File: config.mk
export PLATFORM = sky130hd
export DESIGN_NAME = prgba_emit
export DESIGN_NICKNAME = d
export VERILOG_FILES = /design/src/sv/prgba_pkg.sv /design/src/sv/prgba_emit.sv
export VERILOG_INCLUDE_DIRS = /design/src /design/src/sv
export SDC_FILE = /design/constraint.sdc
export NUM_CORES = 1
export LEC_CHECK = 0
export ABC_AREA = 0
export BUFFER_PORTS_ARGS = -buffer_cell sky130_fd_sc_hd__buf_2
export CAP_MARGIN = 5
export CORE_ASPECT_RATIO = 1.1
export CORE_MARGIN = 2
export CORE_UTILIZATION = 40
export DETAILED_ROUTE_END_ITERATION = 12
export PLACE_DENSITY_LB_ADDON = 0.2
export SKIP_LAST_GASP = 1
export SYNTH_ARGS = -nofsm -noshare
export SYNTH_HDL_FRONTEND = slang
export SYNTH_SLANG_ARGS = --single-unit
File: constraint.sdc
create_clock -name clock -period 4.8 [get_ports clock]
set_input_delay 0.48 -clock clock [delete_from_list [all_inputs] [get_ports clock]]
set_output_delay 0.48 -clock clock [all_outputs]
set_load 0.02 [all_outputs]
File: src/sv/assert_macros.svh
// Assertion macros shared by the texel expander RTL.
// Depends on nothing; included by the files that carry assertions.
`ifndef ASSERT_MACROS_SVH
`define ASSERT_MACROS_SVH

// Same-cycle implication, disabled while reset is high.
`define ASSERT_IMPLY(label, clk, rst, ante, cons, msg) \
   label: assert property (@(posedge clk) disable iff (rst) (ante) |-> (cons)) \
      else $error(msg);

// Next-cycle implication, disabled while reset is high.
`define ASSERT_NEXT(label, clk, rst, ante, cons, msg) \
   label: assert property (@(posedge clk) disable iff (rst) (ante) |=> (cons)) \
      else $error(msg);

`endif

File: src/sv/prgba_pkg.sv
// Types, constants and helper functions of the paletted texel expander.
// Used by every module of the block; depends on nothing.
package prgba_pkg;

   // Pixel modes held in the mode register
   typedef enum logic [1:0] {
      MODE_DIRECT = 2'd0,
      MODE_4BPP   = 2'd1,
      MODE_8BPP   = 2'd2
   } mode_type;

   // Register indexes on the CSR port (byte address / 4)
   localparam logic [1:0] REG_PIXEL_MODE     = 2'd0;
   localparam logic [1:0] REG_INDEX_SWIZZLE  = 2'd1;
   localparam logic [1:0] REG_PALETTE_BYTES  = 2'd2;
   localparam logic [1:0] REG_PALETTE_FORMAT = 2'd3;

   localparam logic [2:0]  PAL_FORMAT_32BIT   = 3'd3;
   localparam logic [10:0] SWZ_MIN_BYTES      = 11'd128;
   localparam logic [7:0]  SWZ_KEEP_MASK      = 8'hE7;
   localparam logic [7:0]  SWZ_BIT3           = 8'h08;
   localparam logic [7:0]  SWZ_BIT4           = 8'h10;
   localparam logic [7:0]  NIBBLE_MASK        = 8'h0F;
   localparam logic [7:0]  ALPHA_MAX          = 8'd255;

   // Per-pixel control carried down the pipeline
   typedef struct packed {
      logic two;     // item yields two results
      logic err;     // unsupported format or mode
      logic direct;  // color comes from the pixel word
      logic lo_oob;  // first index beyond the palette
      logic hi_oob;  // second index beyond the palette
      logic fin;     // last pixel item of the image
   } pix_ctrl_type;

   // CSM1 swizzle: swap index bits 3 and 4
   function automatic logic [7:0] swap_bits34(input logic [7:0] idx);
      logic [7:0] b3;
      logic [7:0] b4;
      b3 = idx & SWZ_BIT3;
      b4 = idx & SWZ_BIT4;
      return (idx & SWZ_KEEP_MASK) | (b3 << 1) | (b4 >> 1);
   endfunction

   // RGB unchanged, alpha doubled with saturation
   function automatic logic [31:0] expand_color(input logic [31:0] c);
      logic [7:0] a;
      a = c[31:24];
      return {(a[7] ? ALPHA_MAX : {a[6:0], 1'b0}), c[23:0]};
   endfunction

endpackage

File: src/sv/prgba_emit.sv
// Output stage: builds the RGBA results and sends one or two per pixel item.
// Depends on prgba_pkg and assert_macros.svh.
`include "assert_macros.svh"

module prgba_emit
   import prgba_pkg::*;
(
   input  logic         clock,
   input  logic         reset,
   input  logic         in_valid,
   output logic         in_ready,
   input  logic [31:0]  rd_lo,
   input  logic [31:0]  rd_hi,
   input  pix_ctrl_type in_ctrl,
   input  logic [31:0]  in_word,
   output logic         rsp_tvalid,
   input  logic         rsp_tready,
   output logic [31:0]  rsp_tdata,
   output logic         rsp_tuser,
   output logic         rsp_tlast
);

   logic        valid_ff;
   logic        half_ff;
   logic        two_ff;
   logic        status_ff;
   logic        fin_ff;
   logic [31:0] res0_ff;
   logic [31:0] res1_ff;
   logic [31:0] res0_in;
   logic [31:0] res1_in;
   logic        done;

   // Result colors
   always_comb begin
      if (in_ctrl.err) begin
         res0_in = 32'd0;
         res1_in = 32'd0;
      end else begin
         if (in_ctrl.direct) begin
            res0_in = expand_color(in_word);
         end else if (in_ctrl.lo_oob) begin
            res0_in = 32'd0;
         end else begin
            res0_in = expand_color(rd_lo);
         end
         res1_in = in_ctrl.hi_oob ? 32'd0 : expand_color(rd_hi);
      end
   end

   // Item is done when its final result is taken
   assign done     = valid_ff && rsp_tready && (!two_ff || half_ff);
   assign in_ready = !valid_ff || done;

   always_ff @(posedge clock) begin
      if (reset) begin
         valid_ff <= 1'b0;
         half_ff  <= 1'b0;
      end else if (in_ready) begin
         valid_ff <= in_valid;
         half_ff  <= 1'b0;
      end else if (rsp_tvalid && rsp_tready) begin
         half_ff <= 1'b1;
      end
   end

   always_ff @(posedge clock) begin
      if (in_ready) begin
         res0_ff   <= res0_in;
         res1_ff   <= res1_in;
         two_ff    <= in_ctrl.two;
         status_ff <= in_ctrl.err;
         fin_ff    <= in_ctrl.fin;
      end
   end

   assign rsp_tvalid = valid_ff;
   assign rsp_tdata  = half_ff ? res1_ff : res0_ff;
   assign rsp_tuser  = status_ff;
   assign rsp_tlast  = fin_ff && (!two_ff || half_ff);

   `ASSERT_IMPLY(a_half_needs_pair, clock, reset, half_ff, valid_ff && two_ff, "second half without a paired item")
   `ASSERT_IMPLY(a_first_not_last, clock, reset, valid_ff && two_ff && !half_ff, !rsp_tlast, "last flag on first of two results")
   `ASSERT_NEXT(a_pair_continues, clock, reset, rsp_tvalid && rsp_tready && two_ff && !half_ff, rsp_tvalid && half_ff, "second result of a pair lost")

endmodule

## Word level (Yosys, flattened, before mapping)

Index checks and enable logic that the tools add are counted.

- Input bits: 106
- Register bits after elaboration: 69
- Output and inout port bits: 36
- Logic and storage cells: 22

- Multiplexer cells: 6
- Reductions and logical operators: 9

Operator list:

| operator | number |
|---|---|
| $mux W32 | 3 |
| $mux W8 | 3 |
| $reduce_or A2 Y1 | 2 |
| $logic_and A1 B1 Y1 | 3 |
| $logic_not A1 Y1 | 2 |
| $logic_or A1 B1 Y1 | 2 |

## Depth between registers and ports, before layout

- Depth in word-level cells: 5
- Gate-level depth with buffers: 4
- Mapped depth without buffers: 2

## Least setup slack after synthesis

OpenSTA, ideal clock, no wires.

- Path kind: register to output
- From: register half_ff
- To: output in_ready
- Required time: 4.320 ns
- Cell stages (with the launch flop): 4
- Data arrival time: 2.100 ns
- Buffers on the path: 1
- Path slack: 2.220 ns
- Cell sequence: dfxtp_1 > buf_2 > nand2b_4 > a21o_1

- Longest elaborated chain between the ends: 3

Ends and longest elaborated chain:

| what | line | text |
|---|---|---|
| start, declared | prgba_emit.sv:24 | `logic half_ff;` |
| start signal, assigned | prgba_emit.sv:58 | `half_ff <= 1'b0;` |
| start signal, assigned | prgba_emit.sv:61 | `half_ff <= 1'b0;` |
| start signal, assigned | prgba_emit.sv:63 | `half_ff <= 1'b1;` |
| $logic_or A1 B1 Y1 | prgba_emit.sv:52 | `assign done = valid_ff && rsp_tready && (!two_ff \|\| half_ff);` |
| $logic_and A1 B1 Y1 | prgba_emit.sv:52 |  |
| $logic_or A1 B1 Y1 | prgba_emit.sv:53 | `assign in_ready = !valid_ff \|\| done;` |
| end, declared | prgba_emit.sv:11 | `output logic in_ready,` |

No other way between the ends.

## Final worst setup path

Ends and elaborated chain as after synthesis.

==> flow_metrics.env <==
export IMPL_synth_edf_count=67
export IMPL_io_buffers=141
export IMPL_utilization_pct=53.3
export IMPL_setup_viol=0
export IMPL_num_io_pins=142
export IMPL_cts_root_buf="clkbuf_8"
export IMPL_coreArea_um2=8320
export IMPL_grt_max_degree=59
export IMPL_drt_iter0_drc=88
export IMPL_hold_violations=0
export IMPL_cp_end_kind="output port"
export IMPL_grt_total_usage_pct=16.6
export IMPL_crit_path_cell_trace="nand2b_4 -> a21o_2 -> buf_2"
export IMPL_clk_path_buf_depth=2
export IMPL_fin_nets=499
export IMPL_drt_antenna_violating_nets=0
export IMPL_synth_xor_area_share_pct=0
export IMPL_fin_hold_ws_ps=317
export IMPL_finalSetupTns_ps=0
export IMPL_crit_family="flip-flops"
export IMPL_antenna_found_initial=0
export IMPL_h_tree_depth=3
export IMPL_syn_area_per_cell_um2=12.9
export IMPL_clk_pin_slew_worst_paths_ps=70
export IMPL_synth_top_area_cell="edfxtp_1"
export IMPL_chipWidth_um=91.9
export IMPL_yosys_area_share_simple_pct=16.4
export IMPL_maxCapViolCount=0
export IMPL_synth_seq_cells=69
export IMPL_area_delta_synth_final_pct=30.5
export IMPL_critPathMaxStageDelay_ps=870
export IMPL_fin_skew_ps=6.17
export IMPL_finalCritPeriodShare_pct=54.1
export IMPL_worstMarginPinSlew_ps=1020
export IMPL_critical_path_slowest_cell="dfxtp_2"
export IMPL_crit_arrival_ps=2120
export IMPL_yosys_warnings=0
export IMPL_syn_area_um2=3400
export IMPL_start_util_pct=40.8
export IMPL_yosysMostFrequentCell="edfxtp_1"
export IMPL_hold_path_class="input pin to flip-flop"
export IMPL_cts_tree="yes"
export IMPL_path_class="flip-flop to output port"
export IMPL_ys_top_cells_by_area="edfxtp_1 59%, mux2_2 11%, or3b_1 6.4%"
export IMPL_cts_hold_buf=0
export IMPL_rsz0062_at_grt="false"
export IMPL_drc=0
export IMPL_vias=2449
export IMPL_place_inst=493
export IMPL_synth_top_family_by_area="simple AND/OR/NAND/NOR gates"
export IMPL_synthMuxAreaShare_pct=10.6
export IMPL_synth_compound_area_share_pct=9.24
export IMPL_die_h_um=101
export IMPL_synth_top_area_share_pct=59.2
export IMPL_outcome="complete, no violations"
export IMPL_cts_setup_buffers=0
export IMPL_grt_pass1_vias=2483
export IMPL_ys_async_sr_fraction_pct=0
export IMPL_routabilityCongestion=0.710
export IMPL_grt_first_pass_wirelength_mm=11.6
export IMPL_multi_input_area_um2=1230
export IMPL_ys_seq_area_share_pct=60.4
export IMPL_netlist_instances=263
export IMPL_fp_row_count=35
export IMPL_diodes=0
export IMPL_drt_total_wl_mm=7.50
export IMPL_cts_buffers=9
export IMPL_detailed_place_hpwl_mm=5.23
export IMPL_clock_latency_ps=340
export IMPL_wl_per_cell_um=14.7
export IMPL_die_area_um2=9250
export IMPL_power_density_nw_per_um2=369
export IMPL_critPathBufInv=1
export IMPL_cts_resized=0
export IMPL_syn_num_nets=369
export IMPL_slew_violations=0
export IMPL_relSlewSlack_pct=31.8
export IMPL_vias_per_cell=4.81
export IMPL_layout_cells_non_filler=509
export IMPL_worstSetupStartpointType="flip-flop"
export IMPL_ff_latch_area_um2=2050
export IMPL_n_fill_cell=766
export IMPL_max_freq_ghz=0.385
export IMPL_grt_overflow=0
export IMPL_clkSinkCount=69
export IMPL_drive_above_1_share_pct=48.7
export IMPL_synth_fa_ha_area_share_pct=0
export IMPL_yosys_top_cells_count="67 x edfxtp_1, 32 x mux2_2, 26 x and2_1"
export IMPL_fin_crit_ps=2600
export IMPL_synthFlopType="edfxtp_1"
export IMPL_firstDrtPassIters=4
export IMPL_ir_drop_uv=133
export IMPL_path_max_fanout=34
export IMPL_p_leak_nw=1.93
export IMPL_required_ps=4320
export IMPL_synth_distinct_cells=22
==> worst register-to-register path, stage by stage (launching register included) <==
cell and delay, ps:
dfxtp_2 870, nand2b_4 300, a21o_2 360, buf_4 610
==> cells by family after synthesis <==
| group | count (synthesis) |
|---|---|
| simple gates | 87 |
| compound gates | 49 |
| flops | 69 |
| buf+inv | 26 |
| mux | 32 |
==> cell type report <==
class,instances,area share [%]
flip-flops and latches,69,46.3
multi-input cells,168,27.8
repair buffers,142,16.1
clock inverters,7,3.64
well taps,111,3.13
clock buffers,9,2.79
inverters,3,0.254
==> state kept, by name (all words and copies together) (netlist names) <==
name and flops:
two_ff 1, fin_ff 1, rsp_tvalid 1, res1_ff 32, half_ff 1, res0_ff 32
rsp_tuser 1
==> final timing paths <==
| check | to | cells after the start | from | slack (ps) |
|---|---|---|---|---|
| worst min register to register | half_ff$_SDFFE_PP0P_ | 2 | rsp_tvalid$_SDFFE_PP0P_ | 500 |
| worst min-delay path | fin_ff$_DFFE_PP_ | 1 | in_ctrl[0] | 320 |
| worst max-delay path | in_ready | 3 | half_ff$_SDFFE_PP0P_ | 2200 |
| worst max register to register | res1_ff[18]$_SDFFCE_PP0P_ | 3 | half_ff$_SDFFE_PP0P_ | 2270 |
==> placed cells by master (no fill, tap or decap) <==
cell,netlist,final
inv_1,3,3
dfxtp_2,0,1
or3b_1,25,25
buf_2,10,141
clkbuf_8,0,9
a211oi_1,7,7
and2_1,26,26
buf_4,0,1
bufinv_16,0,5
clkinvlp_4,0,1
nor3b_1,7,7
clkinv_1,0,1
dfxtp_1,2,1
o21bai_1,7,7
nor2_1,2,2
mux2_2,32,32
a311oi_1,1,1
nand2_1,25,25
edfxtp_1,67,67
a21oi_1,25,25
nand2b_4,1,1
a2111oi_2,1,1
nor2_2,1,1
o21a_1,7,7
a21o_2,0,1
==> per-layer routing <==
| metal | track usage, % | share of wire, % |
|---|---|---|
| met5 | 0 | 0 |
| met4 | 6.54 | 1.1 |
| met3 | 4.71 | 6.1 |
| met2 | 29.2 | 52 |
| met1 | 19.0 | 41 |
==> through the flow <==
step	power [mW]	worst slack (ps)	instance area, µm²
floorplan	0.895	2220	3400
global placement	0.987	2300	4150
detailed placement	0.992	2240	4150
CTS	1.65	2150	4430
global route	1.70	2050	4430
finish	1.63	2200	4430
==> report_power, final <==
part / total (mW) / switching (mW) / internal (mW) / leakage [nW]
Clock: 0.659 / 0.211 / 0.448 / 0.137
Sequential: 0.744 / 0.0173 / 0.726 / 0.758
Combinational: 0.232 / 0.130 / 0.102 / 1.04
Total: 1.63 / 0.358 / 1.28 / 1.93
No activity file was read; power rests on OpenSTA's default activity.
