[src/sv/assert_macros.svh]
// Assertion macros shared by the texel expander RTL.
// Depends on nothing; included by the files that carry assertions.
`ifndef ASSERT_MACROS_SVH
`define ASSERT_MACROS_SVH

// Same-cycle implication, disabled while reset is high.
`define ASSERT_IMPLY(label, clk, rst, ante, cons, msg) \
   label: assert property (@(posedge clk) disable iff (rst) (ante) |-> (cons)) \
      else $error(msg);

// Next-cycle implication, disabled while reset is high.
`define ASSERT_NEXT(label, clk, rst, ante, cons, msg) \
   label: assert property (@(posedge clk) disable iff (rst) (ante) |=> (cons)) \
      else $error(msg);

`endif

[src/sv/prgba_pkg.sv]
// Types, constants and helper functions of the paletted texel expander.
// Used by every module of the block; depends on nothing.
package prgba_pkg;

   // Pixel modes held in the mode register
   typedef enum logic [1:0] {
      MODE_DIRECT = 2'd0,
      MODE_4BPP   = 2'd1,
      MODE_8BPP   = 2'd2
   } mode_type;

   // Register indexes on the CSR port (byte address / 4)
   localparam logic [1:0] REG_PIXEL_MODE     = 2'd0;
   localparam logic [1:0] REG_INDEX_SWIZZLE  = 2'd1;
   localparam logic [1:0] REG_PALETTE_BYTES  = 2'd2;
   localparam logic [1:0] REG_PALETTE_FORMAT = 2'd3;

   localparam logic [2:0]  PAL_FORMAT_32BIT   = 3'd3;
   localparam logic [10:0] SWZ_MIN_BYTES      = 11'd128;
   localparam logic [7:0]  SWZ_KEEP_MASK      = 8'hE7;
   localparam logic [7:0]  SWZ_BIT3           = 8'h08;
   localparam logic [7:0]  SWZ_BIT4           = 8'h10;
   localparam logic [7:0]  NIBBLE_MASK        = 8'h0F;
   localparam logic [7:0]  ALPHA_MAX          = 8'd255;

   // Per-pixel control carried down the pipeline
   typedef struct packed {
      logic two;     // item yields two results
      logic err;     // unsupported format or mode
      logic direct;  // color comes from the pixel word
      logic lo_oob;  // first index beyond the palette
      logic hi_oob;  // second index beyond the palette
      logic fin;     // last pixel item of the image
   } pix_ctrl_type;

   // CSM1 swizzle: swap index bits 3 and 4
   function automatic logic [7:0] swap_bits34(input logic [7:0] idx);
      logic [7:0] b3;
      logic [7:0] b4;
      b3 = idx & SWZ_BIT3;
      b4 = idx & SWZ_BIT4;
      return (idx & SWZ_KEEP_MASK) | (b3 << 1) | (b4 >> 1);
   endfunction

   // RGB unchanged, alpha doubled with saturation
   function automatic logic [31:0] expand_color(input logic [31:0] c);
      logic [7:0] a;
      a = c[31:24];
      return {(a[7] ? ALPHA_MAX : {a[6:0], 1'b0}), c[23:0]};
   endfunction

endpackage

[src/sv/prgba_decode.sv]
// Input stage: registers the accepted item and decodes mode, indices and writes.
// Depends on prgba_pkg.
module prgba_decode
   import prgba_pkg::*;
#(
   parameter int PALETTE_DEPTH = 256,
   parameter int ADDR_W = $clog2(PALETTE_DEPTH)
) (
   input  logic              clock,
   input  logic              reset,
   input  logic              in_valid,
   output logic              in_ready,
   input  logic              in_kind,
   input  logic [7:0]        in_slot,
   input  logic [31:0]       in_entry,
   input  logic [31:0]       in_word,
   input  logic              in_low_only,
   input  logic              in_final,
   input  logic [1:0]        cfg_mode,
   input  logic              cfg_swizzle,
   input  logic [10:0]       cfg_bytes,
   input  logic [2:0]        cfg_format,
   input  logic              next_ready,
   output logic              pix_valid,
   output logic              wr_en,
   output logic [ADDR_W-1:0] wr_addr,
   output logic [31:0]       wr_data,
   output logic [ADDR_W-1:0] rd_addr_lo,
   output logic [ADDR_W-1:0] rd_addr_hi,
   output pix_ctrl_type      ctrl,
   output logic [31:0]       word
);

   localparam logic [8:0] DEPTH_W9 = 9'(PALETTE_DEPTH);

   logic        valid_ff;
   logic        kind_ff;
   logic [7:0]  slot_ff;
   logic [31:0] entry_ff;
   logic [31:0] word_ff;
   logic        low_ff;
   logic        fin_ff;
   logic [7:0]  idx_lo;
   logic [7:0]  idx_hi;
   logic        fmt_ok;
   logic        sw4;

   assign in_ready = !valid_ff || next_ready;

   // Stage register
   always_ff @(posedge clock) begin
      if (reset) begin
         valid_ff <= 1'b0;
      end else if (in_ready) begin
         valid_ff <= in_valid;
      end
      if (in_ready) begin
         kind_ff  <= in_kind;
         slot_ff  <= in_slot;
         entry_ff <= in_entry;
         word_ff  <= in_word;
         low_ff   <= in_low_only;
         fin_ff   <= in_final;
      end
   end

   // Palette write side
   assign wr_en   = valid_ff && !kind_ff && ({1'b0, slot_ff} < DEPTH_W9);
   assign wr_addr = slot_ff[ADDR_W-1:0];
   assign wr_data = entry_ff;

   assign fmt_ok = (cfg_format == PAL_FORMAT_32BIT);
   assign sw4    = cfg_swizzle && (cfg_bytes >= SWZ_MIN_BYTES);

   // Mode decode and index selection
   always_comb begin
      idx_lo      = 8'd0;
      idx_hi      = 8'd0;
      ctrl.two    = 1'b0;
      ctrl.err    = 1'b0;
      ctrl.direct = 1'b0;
      ctrl.fin    = fin_ff;
      case (mode_type'(cfg_mode))
         MODE_DIRECT: begin
            ctrl.direct = 1'b1;
         end
         MODE_8BPP: begin
            idx_lo   = cfg_swizzle ? swap_bits34(word_ff[7:0]) : word_ff[7:0];
            ctrl.err = !fmt_ok;
         end
         MODE_4BPP: begin
            idx_lo   = word_ff[7:0] & NIBBLE_MASK;
            idx_hi   = (word_ff[7:0] >> 4) & NIBBLE_MASK;
            if (sw4) begin
               idx_lo = swap_bits34(idx_lo);
               idx_hi = swap_bits34(idx_hi);
            end
            ctrl.two = !low_ff;
            ctrl.err = !fmt_ok;
         end
         default: begin
            ctrl.err = 1'b1;
         end
      endcase
      ctrl.lo_oob = ({1'b0, idx_lo} >= DEPTH_W9);
      ctrl.hi_oob = ({1'b0, idx_hi} >= DEPTH_W9);
   end

   assign pix_valid  = valid_ff && kind_ff;
   assign rd_addr_lo = idx_lo[ADDR_W-1:0];
   assign rd_addr_hi = idx_hi[ADDR_W-1:0];
   assign word       = word_ff;

endmodule

[config.mk]
export PLATFORM = sky130hd
export DESIGN_NAME = prgba_decode
export DESIGN_NICKNAME = d
export VERILOG_FILES = /design/src/sv/assert_macros.svh /design/src/sv/prgba_pkg.sv /design/src/sv/prgba_decode.sv
export SDC_FILE = /design/constraint.sdc
export NUM_CORES = 1
export LEC_CHECK = 0
export ABC_AREA = 0
export BUFFER_PORTS_ARGS = -buffer_cell sky130_fd_sc_hd__buf_2
export CELL_PAD_IN_SITES_DETAIL_PLACEMENT = 1
export CELL_PAD_IN_SITES_GLOBAL_PLACEMENT = 2
export CORE_ASPECT_RATIO = 1.4
export CORE_MARGIN = 1.5
export CORE_UTILIZATION = 24
export DETAILED_ROUTE_END_ITERATION = 8
export PLACE_DENSITY_LB_ADDON = 0.1
export SETUP_SLACK_MARGIN = 0.05
export SLEW_MARGIN = 0
export SYNTH_ARGS = -nofsm -noshare
export SYNTH_HDL_FRONTEND = slang
export SYNTH_SLANG_ARGS = --single-unit
[constraint.sdc]
create_clock -name clock -period 4.2 [get_ports clock]
set_clock_uncertainty 0.1 [all_clocks]
set_input_delay 0.84 -clock clock [delete_from_list [all_inputs] [get_ports clock]]
set_output_delay 0.84 -clock clock [all_outputs]
set_load 0.01 [all_outputs]
After elaboration in Yosys (flattened, before gate mapping)
Cells that the tools add are included.

cells by class
  muxes and demuxes = 8
  $lt $le $gt $ge = 1
  bitwise operators = 4
  equal/unequal tests = 3
  reduce and logical (&&, ||, !) cells = 10

operators by type and width
  operator                                                                               number
  8-bit 2-to-1 mux                                                                       2
  8-bit one-hot mux with 2 select lines                                                  1
  11-bit by 8-bit greater-or-equal comparator with 1-bit output (second input constant)  1
  5-bit 2-to-1 mux                                                                       2
  3-bit by 5-bit OR with 5-bit output                                                    2
  8-bit by 4-bit OR with 8-bit output                                                    1
  8-bit by 5-bit OR with 8-bit output                                                    1
  1-bit zero test                                                                        4
  3-bit by 2-bit == test with 1-bit output (second input constant)                       1
  1-bit logical AND                                                                      3
  2-bit by 1-bit == test with 1-bit output (second input constant)                       1
  2-bit == test (second input constant)                                                  1
  2-bit zero test                                                                        1
  1-bit 2-to-1 mux                                                                       2
  1-bit one-hot mux with 2 select lines                                                  1
  2-bit OR reduction                                                                     1
  1-bit logical OR                                                                       1

storage, ports and cells
  register bits after elaboration = 76
  input port bits = 96
  logic and storage cells = 33

Logic depth before layout (Yosys ltp)
Gate-level depths: netlist of the first run.

  depth in word-level cells = 4
  depth in mapped cells = 4
  gate-level depth less buffers = 4

Least setup slack after synthesis of the first run
Ideal clock, no wire load.

  path kind = input to output
  from = input port next_ready
  to = output port in_ready
  arrival = 2760 ps
  path buffers = 0
  cell stages on the path = 1
  data required time = 3260 ps
  slack = 500 ps
  cell sequence = nand2b_1

on the way
  cells in the longest elaborated chain, start to end = 1

ends and longest elaborated chain
  what              line                text
  start, declared   prgba_decode.sv:23  input logic next_ready,
  1-bit logical OR  prgba_decode.sv:48  assign in_ready = !valid_ff || next_ready;
  end, declared     prgba_decode.sv:12  output logic in_ready,

No other way between the ends.

Worst setup path in the final report of the first run
  from = input port cfg_mode[1]
  to = output port rd_addr_lo[0]

on the way
  cells in the longest elaborated chain, start to end = 2
  elaborated cells between the ends (all ways) = 3
  classes of those cells = eq/ne: 2; mux: 1

ends and longest elaborated chain
  what                                                                       line                text
  start, declared                                                            prgba_decode.sv:19  input logic [1:0] cfg_mode,
  2-bit by 1-bit == test with 1-bit output or 2-bit == test (tied branches)  prgba_decode.sv:83  case (mode_type'(cfg_mode))
  8-bit one-hot mux with 2 select lines *                                    prgba_decode.sv:83
  end, declared                                                              prgba_decode.sv:28  output logic [ADDR_W-1:0] rd_addr_lo,

Every way passes the cells marked *; elsewhere a longest branch is shown, timed or not.

==> results of run 1 <==
==> flip-flops by register name, summed over array words and instances (netlist names) <==
| signal | cells |
|---|---|
| wr_addr | 8 |
| fin_ff | 1 |
| kind_ff | 1 |
| wr_data | 32 |
| low_ff | 1 |
| valid_ff | 1 |
| word | 32 |
==> cell usage in the layout (no fill, tap or decap), types with 3 or more instances in the layout <==
cell       count
buf_2        180
edfxtp_1      75
clkbuf_16      9
and2_1         7
conb_1         5
inv_1          4
and3_1         4
nor2b_1        3
ha_1           3
==> metrics by stage <==
stage	setup WS, ns	total power, W
after floorplan	0.500	0.000988
after global placement	1.39	0.00109
after detailed placement	1.36	0.00109
after CTS	1.36	0.00178
after global routing	1.26	0.00182
final	1.38	0.00175
==> Yosys cell counts, types with 2 or more instances <==
cell type,n,area [um2]
inv_1,4,15.0
edfxtp_1,75,2250
ha_1,3,37.5
nand2_1,2,7.51
a21oi_1,2,10.0
buf_4,6,45.0
and3_1,4,25.0
nor2b_1,3,18.8
mux2i_1,2,20.0
and2_1,7,43.8
==> power groups by stage <==
| stage | registers, W | clock network [W] | logic, W |
|---|---|---|---|
| global placement | 0.000920 | 0 | 0.000166 |
| CTS | 0.000907 | 0.000708 | 0.000169 |
| detailed placement | 0.000923 | 0 | 0.000169 |
| global route | 0.000913 | 0.000732 | 0.000179 |
| floorplan | 0.000952 | 0 | 0.0000357 |
| finish | 0.000906 | 0.000682 | 0.000164 |
==> routing by layer <==
layer,up-vias,GRT usage (%)
met5,-,0
met2,113,21.6
met1,809,11.0
met4,0,4.76
met3,7,6.27
li1,822,-
==> worst max-delay path, stage by stage <==
cell and delay (ns):
buf_2 0.09, inv_1 0.06, ha_1 0.42, o21a_1 0.21, and2_1 0.13, buf_2 0.13
==> final cells by class <==
type                            count  share of cell area [%]
Inverter                            4                   0.386
Clock buffer                       11                    5.99
Antenna cell                        1                  0.0644
Tap cell                          138                    4.44
Sequential cell                    76                    58.5
Timing Repair Buffer              181                    23.4
Multi-Input combinational cell     36                    6.51
Clock inverter                      5                   0.741
==> worst paths after layout <==
kind,startpoint,to,depth (start not counted)
worst min-delay path,reset,valid_ff,2
worst max-delay path,cfg_mode[1],rd_addr_lo[0],6
worst max register to register,valid_ff,word[5],2
worst min register to register,valid_ff,word[20],1
==> logic make-up after synthesis <==
group           count (synthesis)  share of synthesized area, %
other cells                     1                         0.146
compound gates                  6                          1.90
fa+ha+maj                       3                          1.46
flops                          76                          88.7
mux                             2                         0.781
simple gates                   20                          4.69
buf+inv                        10                          2.34
==> flow_metrics.py, run 1 <==
metrics = {
    "outcome": {
        "run_status": "completed",
    },
    "logic_synthesis": {
        "synth-seq-cells": 76,
        "yosys_warnings": 0,
        "syn_inst": 118,
        "postSynthAreaPerCell_um2": 21.7,
        "synth-main-ff-cell": "edfxtp_1",
        "seq_area_frac_synth_pct": 88.7,
        "synth_area_mm2": 0.00256,
        "async_flop_share_pct": 0,
        "synth.distinct_cells": 20,
        "synth_edf_count": 75,
    },
    "layout": {
        "layout-drive-gt1-share_pct": 62.3,
        "final-seq-area_mm2": 0.00227,
        "post-route-util_pct": 37.3,
        "nets": 407,
        "multi_input_area_um2": 253,
        "design_area_mm2": 0.00388,
        "fin_cells": 452,
        "area_growth_pct": 51.6,
        "fillerInstances": 1156,
    },
    "global_route": {
        "grt_first_pass_wirelength_mm": 10.1,
        "track_usage_pct": 11.9,
        "grt_max_degree": 52,
        "antenna_found_initial": 0,
        "grt_pass1_vias": 1944,
        "grt-ovfl-total": 0,
    },
    "detailed_routing": {
        "met3RoutedLength_um": 723,
        "via_per_inst": 3.87,
        "wirelength_mm": 6.67,
        "dr.pass1.iters": 4,
        "wire_per_inst_um": 14.8,
        "first_iter_violations": 95,
        "route.met2.wl_mm": 3.61,
        "routed.top_layer": "met4",
        "vias": 1751,
        "ant_nets": 0,
        "drc_errors": 0,
        "drt-met1-wl_mm": 2.22,
    },
    "pwr": {
        "clockPowerShare_pct": 38.9,
        "switching_share_pct": 22.2,
        "p_per_area_mw_per_mm2": 451,
        "irDropWorstVdd_mv": 0.238,
        "pwr-share-comb_pct": 9.4,
        "p_leak_nw": 1.80,
        "seqPwrFrac_pct": 51.7,
        "intPower_w": 0.00136,
        "netSwitchingPower_w": 0.000389,
    },
    "floorplanning": {
        "fp.coreArea_mm2": 0.0104,
        "io_pins": 193,
        "fp-row-count": 44,
        "die_area_mm2": 0.0113,
        "chipWidth_um": 90.3,
        "die_h_um": 125,
        "initial_utilization_pct": 24.6,
    },
    "placed_design": {
        "dp_hpwl_mm": 5.15,
        "post_dp_cell_area_mm2": 0.00362,
        "dp_cells": 435,
        "io_buffers": 180,
        "place_congestion": 0.705,
    },
    "sta": {
        "rsz0062_at_grt": "no",
        "tightest_slew_ns": 0.652,
        "max_freq_ghz": 0.355,
        "maxSlewViolCount": 0,
        "hold_violations": 0,
        "relSlewSlack_pct": 56.5,
        "fin_crit_ns": 2.82,
        "setup_viol": 0,
        "tns_ns": 0,
        "hold_slack_ns": 0.572,
        "final.period_utilization_pct": 67.1,
    },
    "cts": {
        "tritoncts": "yes",
        "post_cts_buffers": 0,
        "htreeDepth": 3,
        "worstSkewPairLatency_ns": 0.32,
        "cts_resized": 0,
        "clkTransAtPathRegs_ns": 0.05,
        "clock-sinks": 76,
        "cts_root_buffer": "clkbuf_16",
        "hold_buffers": 0,
        "clk_path_buf_depth": 2,
        "cts_buffers": 9,
    },
    "critical_path": {
        "cp.required_ns": 3.26,
        "path_class": "in2out",
        "crit_path_start_kind": "primary input",
        "critPathArrivalTime_ns": 1.88,
        "r2r_slack_ns": 2.46,
        "worstPathMaxFanout": 9,
        "end_kind": "primary output",
    },
    "flow_run": {
        "cap_violations": 0,
    },
    "hold_path": {
        "hp-class": "in2reg",
    },
}
(Power assumes the default switching activity.)
==> run 2, diff against run 1 <==
--- a/config.mk
+++ b/config.mk
@@ -5,13 +5,13 @@
 export SDC_FILE = /design/constraint.sdc
 export NUM_CORES = 1
 export LEC_CHECK = 0
-export ABC_AREA = 0
+export ABC_AREA = 1
 export BUFFER_PORTS_ARGS = -buffer_cell sky130_fd_sc_hd__buf_2
 export CELL_PAD_IN_SITES_DETAIL_PLACEMENT = 1
 export CELL_PAD_IN_SITES_GLOBAL_PLACEMENT = 2
 export CORE_ASPECT_RATIO = 1.4
 export CORE_MARGIN = 1.5
-export CORE_UTILIZATION = 24
+export CORE_UTILIZATION = 21
 export DETAILED_ROUTE_END_ITERATION = 8
 export PLACE_DENSITY_LB_ADDON = 0.1
 export SETUP_SLACK_MARGIN = 0.05
==> constraint.sdc (replaced) <==
create_clock -name clock -period 2.4 [get_ports clock]
set_clock_uncertainty 0.1 [all_clocks]
set_input_delay 0.48 -clock clock [delete_from_list [all_inputs] [get_ports clock]]
set_output_delay 0.48 -clock clock [all_outputs]
set_load 0.01 [all_outputs]
==> flow_metrics.py, run 2 <==
metrics = {
    "detailed_routing": {
        "via_per_inst": 3.80,
        "wirelength_mm": 6.99,
        "wire_per_inst_um": 14.4,
        "drc_errors": 0,
        "drt-met1-wl_mm": 2.36,
        "met3RoutedLength_um": 677,
        "first_iter_violations": 41,
        "vias": 1849,
        "dr.pass1.iters": 4,
        "ant_nets": 0,
        "routed.top_layer": "met4",
        "route.met2.wl_mm": 3.76,
    },
    "sta": {
        "maxSlewViolCount": 0,
        "hold_violations": 0,
        "hold_slack_ns": 0.201,
        "max_freq_ghz": 0.487,
        "layout_setup_ws_ns": 0.348,
        "final.period_utilization_pct": 85.5,
        "tns_ns": 0,
        "fin_crit_ns": 2.05,
        "rsz0062_at_grt": "no",
        "setup_viol": 0,
    },
    "floorplanning": {
        "die_area_mm2": 0.0130,
        "io_pins": 193,
        "initial_utilization_pct": 21.7,
        "fp.coreArea_mm2": 0.0119,
        "die_h_um": 134,
        "chipWidth_um": 96.8,
        "fp-row-count": 47,
    },
    "pwr": {
        "p_per_area_mw_per_mm2": 803,
        "design_power_total_w": 0.00318,
        "irDropWorstVdd_mv": 0.381,
        "p_leak_nw": 1.88,
    },
    "layout": {
        "nets": 434,
        "area_growth_pct": 52.8,
        "diodes": 0,
        "fin_cells": 487,
        "layout-drive-gt1-share_pct": 57.6,
        "layout_common_cells": "buf_2 (180), edfxtp_1 (75), inv_1 (20), nand2_1 (15), nor2_1 (11)",
        "final_common_cell": "buf_2",
    },
    "hold_path": {
        "hold_path_depth": 2,
        "whs_endpoint": "valid_ff",
        "worstHoldStart": "reset",
        "hp-class": "in2reg",
    },
    "cts": {
        "htreeDepth": 3,
        "clock-sinks": 76,
        "cts_buffers": 9,
        "worstSkewPairLatency_ns": 0.32,
        "clkTransAtPathRegs_ns": 0.06,
        "post_cts_buffers": 0,
        "cts_resized": 0,
        "tritoncts": "yes",
        "clk_path_buf_depth": 2,
        "hold_buffers": 0,
        "cts_root_buffer": "clkbuf_16",
    },
    "logic_synthesis": {
        "yosys_warnings": 0,
        "synth-seq-cells": 76,
        "seq_area_frac_synth_pct": 87.8,
        "yosysTopAreaCellShare_pct": 87.0,
        "synth_common_cells": "edfxtp_1 (75), inv_1 (20), nand2_1 (15), nor2_1 (11), buf_4 (6)",
        "synth.distinct_cells": 13,
        "syn_inst": 143,
        "synth-main-ff-cell": "edfxtp_1",
        "async_flop_share_pct": 0,
        "yosys-top-cells-area": "edfxtp_1 (87%), inv_1 (2.9%), nand2_1 (2.2%), buf_4 (1.7%), nor2_1 (1.6%)",
        "synthDominantAreaCellType": "edfxtp_1",
        "synth_area_mm2": 0.00259,
        "yosysMostFrequentCell": "edfxtp_1",
        "synth_edf_count": 75,
        "postSynthAreaPerCell_um2": 18.1,
    },
    "critical_path": {
        "r2r-start": "valid_ff",
        "path_class": "in2out",
        "cp.required_ns": 1.82,
        "r2r-end": "word[31]",
        "cp_slowest_cell": "ha_1",
        "slowest_delay_ns": 0.30,
        "r2r_slack_ns": 0.89,
        "crit_buf_inv": 4,
        "worstPathMaxFanout": 6,
        "crit_path_start_kind": "primary input",
        "critPathArrivalTime_ns": 1.47,
        "end_kind": "primary output",
        "cp_cell_sequence": "buf_2 > inv_1 > ha_1 > nand2_1 > inv_1 > nand3_1 > a21oi_1 > buf_2",
        "path_delay_family": "buffers and inverters",
        "r2r_cells": 3,
    },
    "flow_run": {
        "cap_violations": 0,
    },
    "global_route": {
        "grt_pass1_vias": 2006,
        "grt_first_pass_wirelength_mm": 10.7,
        "grt_max_degree": 28,
        "antenna_found_initial": 0,
        "grt-ovfl-total": 0,
        "track_usage_pct": 11.0,
    },
    "placed_design": {
        "dp_cells": 471,
        "place_congestion": 0.679,
        "dpl_worst_slack_ns": 0.312,
        "dp_hpwl_mm": 5.56,
        "io_buffers": 180,
    },
    "outcome": {
        "run_status": "completed",
    },
}
-- run 2: cell count changes in the layout (fill, tap and decap cells not counted), moves of 4 or more --
| cell | delta |
|---|---|
| inv_1 | +16 |
| nand2_1 | +13 |
| nor2_1 | +10 |
| and2_1 | -7 |
| and3_1 | -4 |
-- run 2: cells by family after synthesis --
group | synth area share (%)
DFF | 87.8
and+or+nand+nor | 4.79
buffers and inverters | 4.64
AOI/OAI and AO/OA | 1.16
adders and majority gates | 1.45
other | 0.145
-- run 2: layout make-up --
class,count,area [um2]
Multi-Input combinational cell,45,213
Sequential cell,76,2270
Tap cell,147,184
Timing Repair Buffer,183,923
Inverter,20,75.1
Fill cell,1337,7980
Clock buffer,12,236
Clock inverter,4,50.0
-- run 2: worst max-delay path by stage --
stage | endpoint | cells after the start | startpoint
2_1_floorplan | in_ready | 1 | next_ready
3_3_place_gp | rd_addr_lo[4] | 8 | cfg_mode[1]
3_5_place_dp | rd_addr_lo[4] | 8 | cfg_mode[1]
4_1_cts | rd_addr_lo[4] | 8 | cfg_mode[1]
5_1_grt | rd_addr_lo[2] | 6 | cfg_mode[1]
6_report | rd_addr_lo[4] | 8 | cfg_mode[1]
-- run 2: where the power goes --
group | switching, W | internal (W)
Sequential | 0.0000236 | 0.00156
Clock | 0.000491 | 0.000804
Combinational | 0.000166 | 0.000131
Total | 0.000680 | 0.00250
-- run 2: metal layers --
metal  track usage [%]  vias to the layer above
li1                  -                      875
met1              10.4                      849
met2              19.7                      112
met3              4.79                       13
met4              6.28                        0
met5                 0                        -
-- run 2: metrics by stage --
stage | utilization (%) | cell area [um2]
floorplan | - | 2600
global placement | 30.7 | 3670
detailed placement | 30.7 | 3670
CTS | 33.1 | 3950
global route | 33.1 | 3950
finish | 33.1 | 3950
